File: src/hw/rtl/spmq_pkg.sv
`default_nettype none

package spmq_pkg;

   // fixed field widths
   localparam int PRIO_W   = 4;
   localparam int ID_W     = 4;
   localparam int DATA_W   = 32;
   localparam int KIND_W   = 2;
   localparam int STATUS_W = 2;
   localparam int OCC_W    = 6;

   // request operation codes
   typedef enum logic [KIND_W-1:0] {
      KIND_PUSH  = 2'd0,
      KIND_POP   = 2'd1,
      KIND_CLEAR = 2'd2
   } kind_type;

   // response status codes
   typedef enum logic [STATUS_W-1:0] {
      STATUS_DONE  = 2'd0,
      STATUS_FULL  = 2'd1,
      STATUS_EMPTY = 2'd2
   } status_type;

   // one held message
   typedef struct packed {
      logic [PRIO_W-1:0] prio;
      logic [ID_W-1:0]   src;
      logic [ID_W-1:0]   dst;
      logic [ID_W-1:0]   msg_kind;
      logic [DATA_W-1:0] length;
      logic [DATA_W-1:0] handle;
   } entry_type;

   // command broadcast to every cell
   typedef struct packed {
      logic      push;
      logic      pop;
      logic      mode;
      entry_type entry;
   } cmd_type;

endpackage

`default_nettype wire

File: src/hw/rtl/spmq_cell.sv
`default_nettype none

module spmq_cell (
   input  wire logic               clock,
   input  wire spmq_pkg::cmd_type   cmd,
   input  wire logic               occ,
   input  wire logic               after_in,
   input  wire logic               prev_after,
   input  wire spmq_pkg::entry_type left_entry,
   input  wire spmq_pkg::entry_type right_entry,
   output logic                    after_out,
   output spmq_pkg::entry_type      entry_out
);

   spmq_pkg::entry_type entry_ff;
   spmq_pkg::entry_type entry_in;
   logic                ge;

   // an entry the new message must stay behind
   assign ge        = occ && (!cmd.mode || (entry_ff.prio >= cmd.entry.prio));
   assign after_out = ge | after_in;
   assign entry_out = entry_ff;

   // insert here, shift right, or take from the right neighbor on pop
   always_comb begin
      entry_in = entry_ff;
      if (cmd.push) begin
         if (prev_after && !after_out) begin
            entry_in = cmd.entry;
         end else if (!prev_after) begin
            entry_in = left_entry;
         end
      end else if (cmd.pop) begin
         entry_in = right_entry;
      end
   end

   always_ff @(posedge clock) begin
      entry_ff <= entry_in;
   end

endmodule

`default_nettype wire

File: config.mk
export PLATFORM = sky130hd
export DESIGN_NAME = spmq_cell
export DESIGN_NICKNAME = d
export VERILOG_FILES = /design/src/hw/rtl/spmq_pkg.sv /design/src/hw/rtl/spmq_cell.sv
export SDC_FILE = /design/constraint.sdc
export NUM_CORES = 1
export LEC_CHECK = 0
export BUFFER_PORTS_ARGS = -buffer_cell sky130_fd_sc_hd__buf_2
export CORE_MARGIN = 5
export CORE_UTILIZATION = 40
export CTS_CLUSTER_DIAMETER = 80
export CTS_CLUSTER_SIZE = 8
export DETAILED_ROUTE_END_ITERATION = 12
export GPL_TIMING_DRIVEN = 0
export PLACE_DENSITY = 0.78
export SLEW_MARGIN = 5
export SYNTH_ARGS = -nofsm -noshare
export SYNTH_HDL_FRONTEND = slang
export SYNTH_SLANG_ARGS = --single-unit
File: constraint.sdc
create_clock -name clock -period 6.2 [get_ports clock]
set_input_delay 0.62 -clock clock [delete_from_list [all_inputs] [get_ports clock]]
set_output_delay 0.62 -clock clock [all_outputs]
set_load 0.02 [all_outputs]
==> out/qor_table.md, run 1 <==
| Metric | This run | Unit |
|:---|:---|:---|
| Outcome | complete, no violations | - |
| Worst setup path category | input pin to flip-flop | - |
| Hpwl dp | 15.3 | mm |
| Largest fanout on the critical path | 25 | - |
| Maximum vdd ir drop | 0.137 | mV |
| Setup-violating endpoint count in the final report | 0 | - |
| Commonest non-fill, non-tap cell in the layout | sky130_fd_sc_hd__buf_2 | - |
| Worst Setup Slack post-DPL | 2.85 | ns |
| Nature of the critical path startpoint | input pin | - |
| Synthesized cell area | 5430 | µm² |
| Count of clock tree sinks | 80 | - |
| CP arrival | 3.01 | ns |
| CTS HTree Levels | 3 | - |
| Synthesized instance count | 490 | - |
| Max Freq | 336 | MHz |
| Seq cells post-synth | 80 | - |
| Seq. cell area | 2400 | µm² |
| Maximum number of pins on one net before global-route repair | 26 | - |
| Clock tree from TritonCTS | built | - |
| Top-Level Pins | 328 | - |
| Vert. Die Dim | 127 | µm |
| First-pass GRT wire length | 29.7 | mm |
| Initial antenna violation count | 0 | - |
| Biggest area contributors in the synthesized netlist | sky130_fd_sc_hd__edfxtp_1, sky130_fd_sc_hd__o211ai_2, sky130_fd_sc_hd__o211ai_1, sky130_fd_sc_hd__a31oi_1, sky130_fd_sc_hd__nor2_1 | - |
| Total count of max-transition violations in the final report | 0 | - |
| Number of max-cap violations | 0 | - |
| Final setup TNS | 0 | ns |
| Count of input and output buffers | 326 | - |
| CTS Root Cell | sky130_fd_sc_hd__clkbuf_16 | - |
| Cell taking the most area after synthesis | sky130_fd_sc_hd__edfxtp_1 | - |
| Cell with the largest stage delay on the worst path | sky130_fd_sc_hd__a31oi_4 | - |
| Total global routing overflow | 0 | - |
| Synthesized area per cell | 11.1 | µm² |
| Shortest period the worst path allows | 2.97 | ns |
| Crit path top cell by count | sky130_fd_sc_hd__buf_12 | - |
| Least setup slack across all paths after layout | 3.23 | ns |
| Buffers inserted by post-CTS timing repair | 0 | - |
| 1st-pass router iterations | 5 | - |
| Number of global-route vias before repair | 5588 | - |
| Final RePlAce weighted congestion | 0.888 | - |
| Total inserted antenna cells | 0 | - |
| Pwr per Cell Area | 229 | nW/µm² |
| Clock latency of the later-clocked register in the worst-skew pair | 0.34 | ns |
| Transition at the pin with the smallest max-transition slack | 0.818 | ns |
| Syn nets | 741 | - |
| Worst Hold Class | input pin to flip-flop | - |
| Clock transition at the registers of the reported paths | 0.07 | ns |
| Count of yosys warnings during synthesis | 0 | - |
| Area taken by multi-input logic gates | 2560 | µm² |
| Number of DRC violations after detailed routing | 0 | - |
| Number of fillers in the final layout | 1196 | - |
| Clock buffers created by TritonCTS | 9 | - |
| CTS Hold Buffers Added | 0 | - |
| Per-cell via count in the routed design | 5.60 | - |
| Post-DR wirelength/cell | 19.6 | µm |
| Type of destination of the critical path | flip-flop | - |
| Max reg flops | 80 | - |
| Initial standard-cell utilization of the core | 0.408 | - |
| Unrepaired setup endpoints after global routing | false | - |
| Post-cts resize count | 0 | - |
| Post-Route Utilization | 0.578 | - |
| Residual antenna-violating net count after detailed routing | 0 | - |
| Netlist cell types | 21 | - |
| Worst Skew | 0.00763 | ns |
| Iteration-0 DRC count of the detailed router | 415 | - |
| CP Data Required Time | 6.24 | ns |
| Via count | 5661 | - |
| Floorplan die width | 127 | µm |
| Commonest non-fill, non-tap cells in the layout | sky130_fd_sc_hd__buf_2, sky130_fd_sc_hd__nor2_1, sky130_fd_sc_hd__o211ai_1 | - |
| Total GRT Usage | 0.235 | - |
| Synth-to-Final Area Change | 41.5 | % |
| Rows | 42 | - |
| Die area | 16000 | µm² |
| CP max stage delay | 0.71 | ns |
| Hold Violations, Final | 0 | - |
| Share of layout cells above drive strength 1 | 0.554 | - |
| Share of the synthesized area in the top cell type | 0.442 | - |
| Post-route clock period utilization | 0.480 | - |
| Max_slew headroom | 0.455 | - |
| Proportion of synthesized chip area in sequential cells | 0.442 | - |
| Core outline area | 13300 | µm² |
| Final #Nets | 1081 | - |
| Sequence of cells on the critical path | buf_2 > inv_1 > ha_1 > o211ai_1 > o211a_1 > buf_12 > o21bai_1 > a31oi_4 > buf_16 > buf_12 | - |
| Sum of routed wire length over all layers | 19.9 | mm |
| Leak Pwr | 3.18 | nW |
| Maximum buffer depth of the clock tree | 2 | - |
power by group:
part           switching [W]  internal, W
registers          0.0000135     0.000666
clock network       0.000219     0.000351
logic               0.000309     0.000198
total               0.000541      0.00121
cells in the mapped netlist (all sizes together):
cell type and n:
inv 5, o21bai 1, edfxtp 80, a31oi 81, nand2 2, ha 4
o211ai 161, nor2b 1, nand3 1, nor2 83, o211a 1, nor3b 1
clkbuf 41, buf 27, and2b 1
final timing paths:
kind | startpoint | end | slack, ns | cells past startpoint
max | cmd[77] | entry_out[3]$_DFFE_PP_ | 3.23 | 10
min | right_entry[2] | entry_out[2]$_DFFE_PP_ | 0.62 | 3
max reg2reg | entry_out[76]$_DFFE_PP_ | entry_out[3]$_DFFE_PP_ | 3.23 | 9
min reg2reg | entry_out[78]$_DFFE_PP_ | entry_out[5]$_DFFE_PP_ | 1.43 | 7
logic make-up after synthesis:
kind of cell,after synthesis,share of synthesized area
fa+ha+maj,4,0.00922
flops,80,0.442
compound gates,244,0.393
simple gates,89,0.0673
buf+inv,73,0.0882
routing by layer:
layer  track usage  vias to the layer above  part of all wire
met5             0                        -                 0
met4        0.0890                        0             0.028
met3        0.0525                       47             0.091
met2         0.403                      328              0.50
met1         0.288                     2617              0.38
li1              -                     2669                 -
through the flow:
stage	total power [W]	instances	hold slack [ns]	area [µm²]
after detailed placement	0.00120	995	0.970	7370
after global routing	0.00183	1011	0.627	7680
after CTS	0.00177	1011	0.614	7680
after floorplan	0.000992	490	0.869	5440
final	0.00176	1011	0.624	7680
after global placement	0.00119	992	0.967	7290
critical path: cells and delay by family:
family,cells,cell delay [ns]
buffers and inverters,5,0.79
AO/OA/AOI/OAI,4,1.29
adder cells (fa/ha/maj),1,0.28
area by class of cell:
type,instances,share of cell area
multi-input cells,337,0.334
clock inverters,6,0.0109
inverters,5,0.00244
repair buffers,329,0.222
well taps,176,0.0287
plain buffers,68,0.0599
flip-flops and latches,80,0.313
clock buffers,10,0.0298
(Power assumes the default switching activity.)
==> run 2: changes to the inputs <==
--- a/config.mk
+++ b/config.mk
@@ -5,14 +5,15 @@
 export SDC_FILE = /design/constraint.sdc
 export NUM_CORES = 1
 export LEC_CHECK = 0
+export ABC_AREA = 1
 export BUFFER_PORTS_ARGS = -buffer_cell sky130_fd_sc_hd__buf_2
-export CORE_MARGIN = 5
-export CORE_UTILIZATION = 40
+export CORE_AREA = 5 5 125 127
 export CTS_CLUSTER_DIAMETER = 80
 export CTS_CLUSTER_SIZE = 8
 export DETAILED_ROUTE_END_ITERATION = 12
+export DIE_AREA = 0 0 130 132
 export GPL_TIMING_DRIVEN = 0
-export PLACE_DENSITY = 0.78
+export PLACE_DENSITY = 0.72
 export SLEW_MARGIN = 5
 export SYNTH_ARGS = -nofsm -noshare
 export SYNTH_HDL_FRONTEND = slang
==> constraint.sdc (replaced) <==
create_clock -name clock -period 2.51 [get_ports clock]
set_input_delay 0.251 -clock clock [delete_from_list [all_inputs] [get_ports clock]]
set_output_delay 0.251 -clock clock [all_outputs]
set_load 0.02 [all_outputs]
==> run 2 against run 1 <==
Against the previous run: die area increased by 7.2%; highest routed layer unchanged; sequential power is 150% higher; via count increased by 5.2%; worst hold slack got worse by 0.44 ns.
==> out/qor_table.md, run 2 <==
| Metric | This run | Unit | Delta |
|:---|:---|:---|:---|
| Commonest non-fill, non-tap cell in the layout | sky130_fd_sc_hd__buf_2 | - |  |
| CP arrival | 2.33 | ns | -0.68 ns |
| Transition at the pin with the smallest max-transition slack | 0.751 | ns | -0.0670 ns |
| Synthesized instance count | 714 | - | +46% |
| Switching power of the nets | 0.00124 | W | +130% |
| Max Freq | 436 | MHz |  |
| Nature of the critical path startpoint | flip-flop | - |  |
| Synthesized area per cell | 7.21 | µm² | -35% |
| Largest family of logic cells by synthesized area | simple AND/OR/NAND/NOR gates | - |  |
| Initial standard-cell utilization of the core | 0.360 | - | -0.0487 |
| Per-cell via count in the routed design | 4.77 | - | -15% |
| Largest fanout on the critical path | 23 | - | -8.0% |
| Part of the total power dissipated in the clock network | 0.299 | - | -0.025 |
| Sum of routed wire length over all layers | 19.5 | mm | -1.7% |
| Clock transition at the registers of the reported paths | 0.06 | ns | about the same |
| Count of yosys warnings during synthesis | 0 | - | unchanged |
| Final RePlAce weighted congestion | 0.851 | - | -4.2% |
| Initial antenna violation count | 0 | - | unchanged |
| Most frequent cells after synthesis | sky130_fd_sc_hd__nand2_1, sky130_fd_sc_hd__inv_1, sky130_fd_sc_hd__edfxtp_1, sky130_fd_sc_hd__nand3_1, sky130_fd_sc_hd__nand4_1 | - |  |
| Count of input and output buffers | 326 | - | unchanged |
| Number of DRC violations after detailed routing | 0 | - | unchanged |
| Synth-to-Final Area Change | 44.5 | % |  |
| Async set or reset register ratio after synthesis | 0 | - | unchanged |
| Number of fillers in the final layout | 1447 | - | +21% |
| Netlist cell types | 14 | - | -33% |
| Clock latency of the later-clocked register in the worst-skew pair | 0.34 | ns | about the same |
| Portion of netlist area occupied by mux cells | 0 | - | unchanged |
| Worst Setup SP | entry_out[76]$_DFFE_PP_ | - |  |
| Top-Level Pins | 328 | - | unchanged |
| Maximum buffer depth of the clock tree | 2 | - | unchanged |
| Hpwl dp | 15.0 | mm | -1.8% |
| Worst setup path category | flip-flop to flip-flop | - |  |
| CTS HTree Levels | 3 | - | unchanged |
| Shortest period the worst path allows | 2.29 | ns |  |
| Total count of max-transition violations in the final report | 0 | - | unchanged |
| Proportion of synthesized chip area in sequential cells | 0.467 | - | +0.0242 |
| Combinational share of power | 0.276 | - | -0.013 |
| Number of flops mapped to enable cells by yosys | 80 | - | unchanged |
| First-pass GRT wire length | 29.5 | mm | -0.51% |
| Number of cells on the worst hold path | 3 | - | unchanged |
| Vert. Die Dim | 132 | µm | +4.3% |
| Share of layout cells above drive strength 1 | 0.347 | - | -0.208 |
| Rows | 44 | - | +4.8% |
| Area share of xor/xnor cells in the synthesized design | 0 | - | unchanged |
| Unrepaired setup endpoints after global routing | false | - |  |
| Adder-cell share of the synthesized area | 0.00972 | - | +0.000504 |
| Min-delay src | right_entry[44] | - |  |
| Depth of the most critical reg-to-reg path | 14 | - | +5 |
| Synthesized-area fraction occupied by and/or/nand/nor cells | 0.361 | - | +0.294 |
| Max_slew headroom | 0.500 | - | +0.0447 |
| Post-route clock period utilization | 0.914 | - |  |
| Post-layout instance area | 7440 | µm² | -3.2% |
| Met2 wire len | 9.66 | mm | -2.6% |
| Complex-gate fraction of the synthesized area | 0.00122 | - | -0.392 |
| Number of global-route vias before repair | 5654 | - | +1.2% |
| Final #Nets | 1311 | - | +21% |
| Worst Skew | 0.00870 | ns | +0.00108 ns |
| Iteration-0 DRC count of the detailed router | 347 | - | -16% |
| CP Data Required Time | 2.55 | ns | -3.69 ns |
| Type of destination of the critical path | flip-flop | - |  |
| Switching part of the total | 0.314 | - | +0.00545 |
| Core outline area | 14300 | µm² | +7.7% |
| Die area | 17200 | µm² | +7.2% |
| Syn nets | 965 | - | +30% |
| 1st-pass router iterations | 4 | - | -1 |
| Total placed instance area | 7130 | µm² | -3.3% |
| Residual antenna-violating net count after detailed routing | 0 | - | unchanged |
| Clock buffers created by TritonCTS | 9 | - | unchanged |
| Library cell with the highest instance count after synthesis | sky130_fd_sc_hd__nand2_1 | - |  |
| Hold Violations, Final | 0 | - | unchanged |
| Maximum vdd ir drop | 0.267 | mV | +95% |
| Metal-1 WL | 7.40 | mm | -2.3% |
| Met3 wire length | 1.94 | mm | +7.0% |
| Count of clock tree sinks | 80 | - | unchanged |
| Final setup TNS | 0 | ns | unchanged |
| Share of power burned in registers | 0.425 | - | +0.038 |
| Total GRT Usage | 0.219 | - | -0.0161 |
| Pwr per Cell Area | 532 | nW/µm² | +130% |
| Share of the synthesized area in the top cell type | 0.467 | - | +0.0242 |
| Seq cells post-synth | 80 | - | unchanged |
| Number of max-cap violations | 0 | - | unchanged |
| Total global routing overflow | 0 | - | unchanged |
| Post-DR wirelength/cell | 15.6 | µm | -20% |
| Setup-violating endpoint count in the final report | 0 | - | unchanged |
| CTS Root Cell | sky130_fd_sc_hd__clkbuf_16 | - |  |
| Post-synth top flop | sky130_fd_sc_hd__edfxtp_1 | - |  |
| Outcome | complete, no violations | - |  |
| Cell taking the most area after synthesis | sky130_fd_sc_hd__edfxtp_1 | - |  |
| Origin of the critical flop-to-flop path | entry_out[76]$_DFFE_PP_ | - |  |
| Synthesized cell area | 5150 | µm² | -5.2% |
| Max reg flops | 80 | - | unchanged |
| Highest routed metal layer | met4 | - |  |
| Clock tree from TritonCTS | built | - |  |
| Worst Hold Class | input pin to flip-flop | - |  |
| Via count | 5956 | - | +5.2% |
| Floorplan die width | 130 | µm | +2.8% |
| Commonest non-fill, non-tap cells in the layout | sky130_fd_sc_hd__buf_2, sky130_fd_sc_hd__nand2_1, sky130_fd_sc_hd__inv_1 | - |  |
| CTS Hold Buffers Added | 0 | - | unchanged |
| Leak Pwr | 4.36 | nW | +37% |
| Internal power summed over all cells | 0.00271 | W | +120% |
| Biggest area contributors in the synthesized netlist | sky130_fd_sc_hd__edfxtp_1, sky130_fd_sc_hd__nand2_1, sky130_fd_sc_hd__inv_1, sky130_fd_sc_hd__nand4_1, sky130_fd_sc_hd__nand3_1 | - |  |
| Maximum number of pins on one net before global-route repair | 24 | - | -7.7% |
## run 2: layout make-up
class                           instances  area [µm²]  share of cell area
Clock buffer                           10         229              0.0308
Antenna cell                            1        2.50            0.000336
Inverter                              166         623              0.0838
Timing Repair Buffer                  335        1760               0.237
Clock inverter                          5        25.0             0.00336
Sequential cell                        80        2400               0.323
Multi-Input combinational cell        418        1950               0.262
Tap cell                              184         230              0.0310
Buffer                                 50         214              0.0288
## run 2: layer usage
| layer | up-vias | track usage |
|---|---|---|
| met5 | - | 0 |
| met4 | 0 | 0.0883 |
| met3 | 41 | 0.0377 |
| met2 | 336 | 0.364 |
| met1 | 2616 | 0.280 |
| li1 | 2963 | - |
## run 2: through the flow
step	instances	hold slack [ns]	total power [W]	utilization	setup slack [ns]
after floorplan	714	0.437	0.00230	-	-0.767
after global routing	1248	0.178	0.00416	0.519	0.0585
after CTS	1244	0.165	0.00398	0.517	0.0217
after global placement	1224	0.521	0.00275	0.492	-1.62
after detailed placement	1227	0.525	0.00278	0.498	-0.473
final	1249	0.183	0.00395	0.520	0.216
## run 2: worst paths after layout
kind / end / slack [ns]
setup / recovery: entry_out[26]$_DFFE_PP_ / 0.22
hold / removal: entry_out[44]$_DFFE_PP_ / 0.18
setup reg to reg: entry_out[26]$_DFFE_PP_ / 0.22
hold reg to reg: entry_out[72]$_DFFE_PP_ / 1.14
## run 2: worst max-delay path, stage by stage, from the launching register on
cell	delay, ns
sky130_fd_sc_hd__edfxtp_1	0.39
sky130_fd_sc_hd__inv_1	0.07
sky130_fd_sc_hd__ha_1	0.22
sky130_fd_sc_hd__inv_1	0.06
sky130_fd_sc_hd__nand2_1	0.04
sky130_fd_sc_hd__nand2_1	0.05
sky130_fd_sc_hd__nand2_1	0.04
sky130_fd_sc_hd__nand2_1	0.05
sky130_fd_sc_hd__nand2_1	0.08
sky130_fd_sc_hd__nand2_4	0.09
sky130_fd_sc_hd__buf_6	0.15
sky130_fd_sc_hd__nand2_8	0.06
sky130_fd_sc_hd__a31oi_4	0.27
sky130_fd_sc_hd__clkbuf_16	0.22
sky130_fd_sc_hd__buf_16	0.18
## run 2: cells by family after synthesis
logic type | count (synthesis)
adders and majority gates | 4
buffers and inverters | 216
and+or+nand+nor | 413
AOI/OAI and AO/OA | 1
DFF | 80
## run 2: what timing repair did
action                     4_1_cts  5_1_grt
setup endpoints to repair       80       59
resized for setup                0        2
setup buffers                    2        3
pin swaps                        1        2
gates cloned                     0        1
## run 2: power groups by stage
stage	clock (W)	combinational, W	sequential [W]
after floorplan	0	0.000400	0.00190
after global placement	0	0.00104	0.00171
after detailed placement	0	0.00108	0.00171
after CTS	0.00121	0.00108	0.00168
after global routing	0.00127	0.00120	0.00169
final	0.00118	0.00109	0.00168
==> run 3: changes to the inputs <==
--- a/config.mk
+++ b/config.mk
@@ -5,15 +5,15 @@
 export SDC_FILE = /design/constraint.sdc
 export NUM_CORES = 1
 export LEC_CHECK = 0
-export ABC_AREA = 1
 export BUFFER_PORTS_ARGS = -buffer_cell sky130_fd_sc_hd__buf_2
-export CORE_AREA = 5 5 125 127
+export CORE_MARGIN = 5
+export CORE_UTILIZATION = 40
 export CTS_CLUSTER_DIAMETER = 80
 export CTS_CLUSTER_SIZE = 8
 export DETAILED_ROUTE_END_ITERATION = 12
-export DIE_AREA = 0 0 130 132
 export GPL_TIMING_DRIVEN = 0
-export PLACE_DENSITY = 0.72
+export HOLD_SLACK_MARGIN = 0.06
+export PLACE_DENSITY = 0.78
 export SLEW_MARGIN = 5
 export SYNTH_ARGS = -nofsm -noshare
 export SYNTH_HDL_FRONTEND = slang
==> run 3 against run 2 <==
Against the previous run: clock power increased by 11%; via count is 5.5% lower; critical endpoint is now entry_out[68]$_DFFE_PP_; sequential share of layout area shrank 1.2 points; critical path depth is 6 lower; sequential power about the same.
==> out/qor_table.md, run 3 (synthesis results as in run 1) <==
| Metric | This run | Unit | Delta |
|:---|:---|:---|:---|
| Clock tree from TritonCTS | built | - |  |
| Maximum buffer depth of the clock tree | 2 | - | unchanged |
| Post-DR wirelength/cell | 19.6 | µm | +25% |
| Share of layout cells above drive strength 1 | 0.558 | - | +0.211 |
| Core outline area | 13300 | µm² | -7.1% |
| Worst Skew | 0.00311 | ns | -0.00559 ns |
| Total placed instance area | 7380 | µm² | +3.5% |
| Initial antenna violation count | 0 | - | unchanged |
| Shortest period the worst path allows | 2.36 | ns | +0.0688 ns |
| Count of input and output buffers | 326 | - | unchanged |
| Final RePlAce weighted congestion | 0.873 | - | +2.6% |
| Nature of the critical path startpoint | flip-flop | - |  |
| Residual antenna-violating net count after detailed routing | 0 | - | unchanged |
| Leak Pwr | 3.19 | nW | -27% |
| Max reg flops | 80 | - | unchanged |
| Final #Nets | 1085 | - | -17% |
| Number of max-cap violations | 0 | - | unchanged |
| Hold Violations, Final | 0 | - | unchanged |
| Vert. Die Dim | 127 | µm | -4.2% |
| Part of the total power dissipated in the clock network | 0.308 | - | +0.009 |
| Total GRT Usage | 0.232 | - | +0.0131 |
| Worst setup path category | flip-flop to flip-flop | - |  |
| Die area | 16000 | µm² | -6.7% |
| Clock latency of the later-clocked register in the worst-skew pair | 0.33 | ns | about the same |
| Hpwl dp | 15.1 | mm | +0.65% |
| Share of power burned in registers | 0.394 | - | -0.031 |
| Top-Level Pins | 328 | - | unchanged |
| Switching part of the total | 0.315 | - | +0.00107 |
| Seq. cell area | 2400 | µm² | unchanged |
| CP Data Required Time | 2.54 | ns | about the same |
| Setup-violating endpoint count in the final report | 0 | - | unchanged |
| Max Freq | 423 | MHz | -2.9% |
| Number of DRC violations after detailed routing | 0 | - | unchanged |
| Via count | 5627 | - | -5.5% |
| 1st-pass router iterations | 5 | - | +1 |
| Synth-to-Final Area Change | 42.2 | % |  |
| Initial standard-cell utilization of the core | 0.408 | - | +0.0487 |
| Number of fillers in the final layout | 1178 | - | -19% |
| Total global routing overflow | 0 | - | unchanged |
| Global routing usage on met3 | 0.0567 | - | +0.0191 |
| Type of destination of the critical path | flip-flop | - |  |
| Post-layout instance area | 7720 | µm² | +3.8% |
| Unrepaired setup endpoints after global routing | false | - |  |
| Max_slew headroom | 0.540 | - | +0.0405 |
| Pwr per Cell Area | 551 | nW/µm² | +3.7% |
| Total inserted antenna cells | 0 | - | -1 |
| Count of clock tree sinks | 80 | - | unchanged |
| Floorplan die width | 127 | µm | -2.7% |
| GRT Max-Usage Layer | met2 | - |  |
| Clock buffers created by TritonCTS | 9 | - | unchanged |
| Area taken by multi-input logic gates | 2570 | µm² | +32% |
| Iteration-0 DRC count of the detailed router | 464 | - | +34% |
| Outcome | complete, no violations | - |  |
| Sum of routed wire length over all layers | 19.9 | mm | +1.6% |
| Final setup TNS | 0 | ns | unchanged |
| Rows | 42 | - | -4.5% |
| Maximum vdd ir drop | 0.332 | mV | +24% |
| Post-route clock period utilization | 0.941 | - | +0.0274 |
| Largest fanout on the critical path | 13 | - | -43% |
| Switching power of the nets | 0.00134 | W | +8.0% |
| Transition at the pin with the smallest max-transition slack | 0.690 | ns | -0.0608 ns |
| Number of global-route vias before repair | 5568 | - | -1.5% |
| Internal power summed over all cells | 0.00291 | W | +7.4% |
| Commonest non-fill, non-tap cell in the layout | sky130_fd_sc_hd__buf_2 | - |  |
| Maximum number of pins on one net before global-route repair | 26 | - | +8.3% |
| CP arrival | 2.40 | ns | +0.07 ns |
| Worst Hold Class | input pin to flip-flop | - |  |
| Met2 usage | 0.386 | - | +0.0221 |
| Combinational share of power | 0.298 | - | +0.022 |
| CTS Root Cell | sky130_fd_sc_hd__clkbuf_16 | - |  |
| Total count of max-transition violations in the final report | 0 | - | unchanged |
| Per-cell via count in the routed design | 5.54 | - | +16% |
| First-pass GRT wire length | 29.5 | mm | about the same |
| Global Route met1 Usage | 0.288 | - | +0.00790 |
| Commonest non-fill, non-tap cells in the layout | sky130_fd_sc_hd__buf_2, sky130_fd_sc_hd__nor2_1, sky130_fd_sc_hd__o211ai_1 | - |  |
| CTS HTree Levels | 3 | - | unchanged |
| Clock transition at the registers of the reported paths | 0.06 | ns | about the same |
| Post-layout power | 0.00425 | W | +7.6% |
[run 3: final timing paths]
| kind | start | to | slack, ns | cells after the start |
|---|---|---|---|---|
| worst min-delay path | right_entry[62] | entry_out[62]$_DFFE_PP_ | 0.26 | 3 |
| worst min register to register | entry_out[78]$_DFFE_PP_ | entry_out[20]$_DFFE_PP_ | 1.42 | 7 |
| worst max register to register | entry_out[77]$_DFFE_PP_ | entry_out[68]$_DFFE_PP_ | 0.15 | 8 |
| worst max-delay path | entry_out[77]$_DFFE_PP_ | entry_out[68]$_DFFE_PP_ | 0.15 | 8 |
[run 3: layout make-up]
class                           instances  area share
Multi-Input combinational cell        337       0.333
Sequential cell                        80       0.311
Timing Repair Buffer                  333       0.227
Buffer                                 68      0.0596
Clock buffer                           11      0.0301
Tap cell                              176      0.0285
Clock inverter                          5     0.00745
Inverter                                5     0.00243
[run 3: critical path, cell delays in order, from the launching register on]
cell and delay (ns):
sky130_fd_sc_hd__edfxtp_1 0.40, sky130_fd_sc_hd__ha_1 0.29, sky130_fd_sc_hd__o211ai_1 0.25, sky130_fd_sc_hd__o211a_1 0.24
sky130_fd_sc_hd__buf_12 0.19, sky130_fd_sc_hd__o21bai_4 0.09, sky130_fd_sc_hd__a31oi_4 0.20, sky130_fd_sc_hd__buf_4 0.18
sky130_fd_sc_hd__buf_4 0.22
[run 3: repair_timing]
action,CTS,global route
cloned,0,1
hold buffers,0,0
pin swaps,1,2
resized for setup,0,0
endpoints found under the hold margin,0,0
setup endpoints to repair,67,38
buffers inserted,2,1
[run 3: per-layer routing]
metal	up-vias	share of wire
met2	321	0.48
met5	-	0
met1	2578	0.39
met4	0	0.033
li1	2678	-
met3	50	0.098
[run 3: power groups by stage]
stage | combinational, W | sequential, W | clock, W
finish | 0.00127 | 0.00168 | 0.00131
detailed placement | 0.00125 | 0.00171 | 0
floorplan | 0.000560 | 0.00189 | 0
global route | 0.00136 | 0.00169 | 0.00139
CTS | 0.00126 | 0.00168 | 0.00134
global placement | 0.00122 | 0.00171 | 0
[run 3: metrics by stage]
| step | util | setup WS (ns) | cells | hold WS, ns |
|---|---|---|---|---|
| finish | 0.581 | 0.148 | 1015 | 0.257 |
| global route | 0.581 | 0.00385 | 1015 | 0.260 |
| CTS | 0.578 | 0.0898 | 1013 | 0.243 |
| detailed placement | 0.555 | -0.272 | 995 | 0.599 |
| global placement | 0.550 | -1.41 | 992 | 0.595 |
| floorplan | - | -0.840 | 490 | 0.500 |
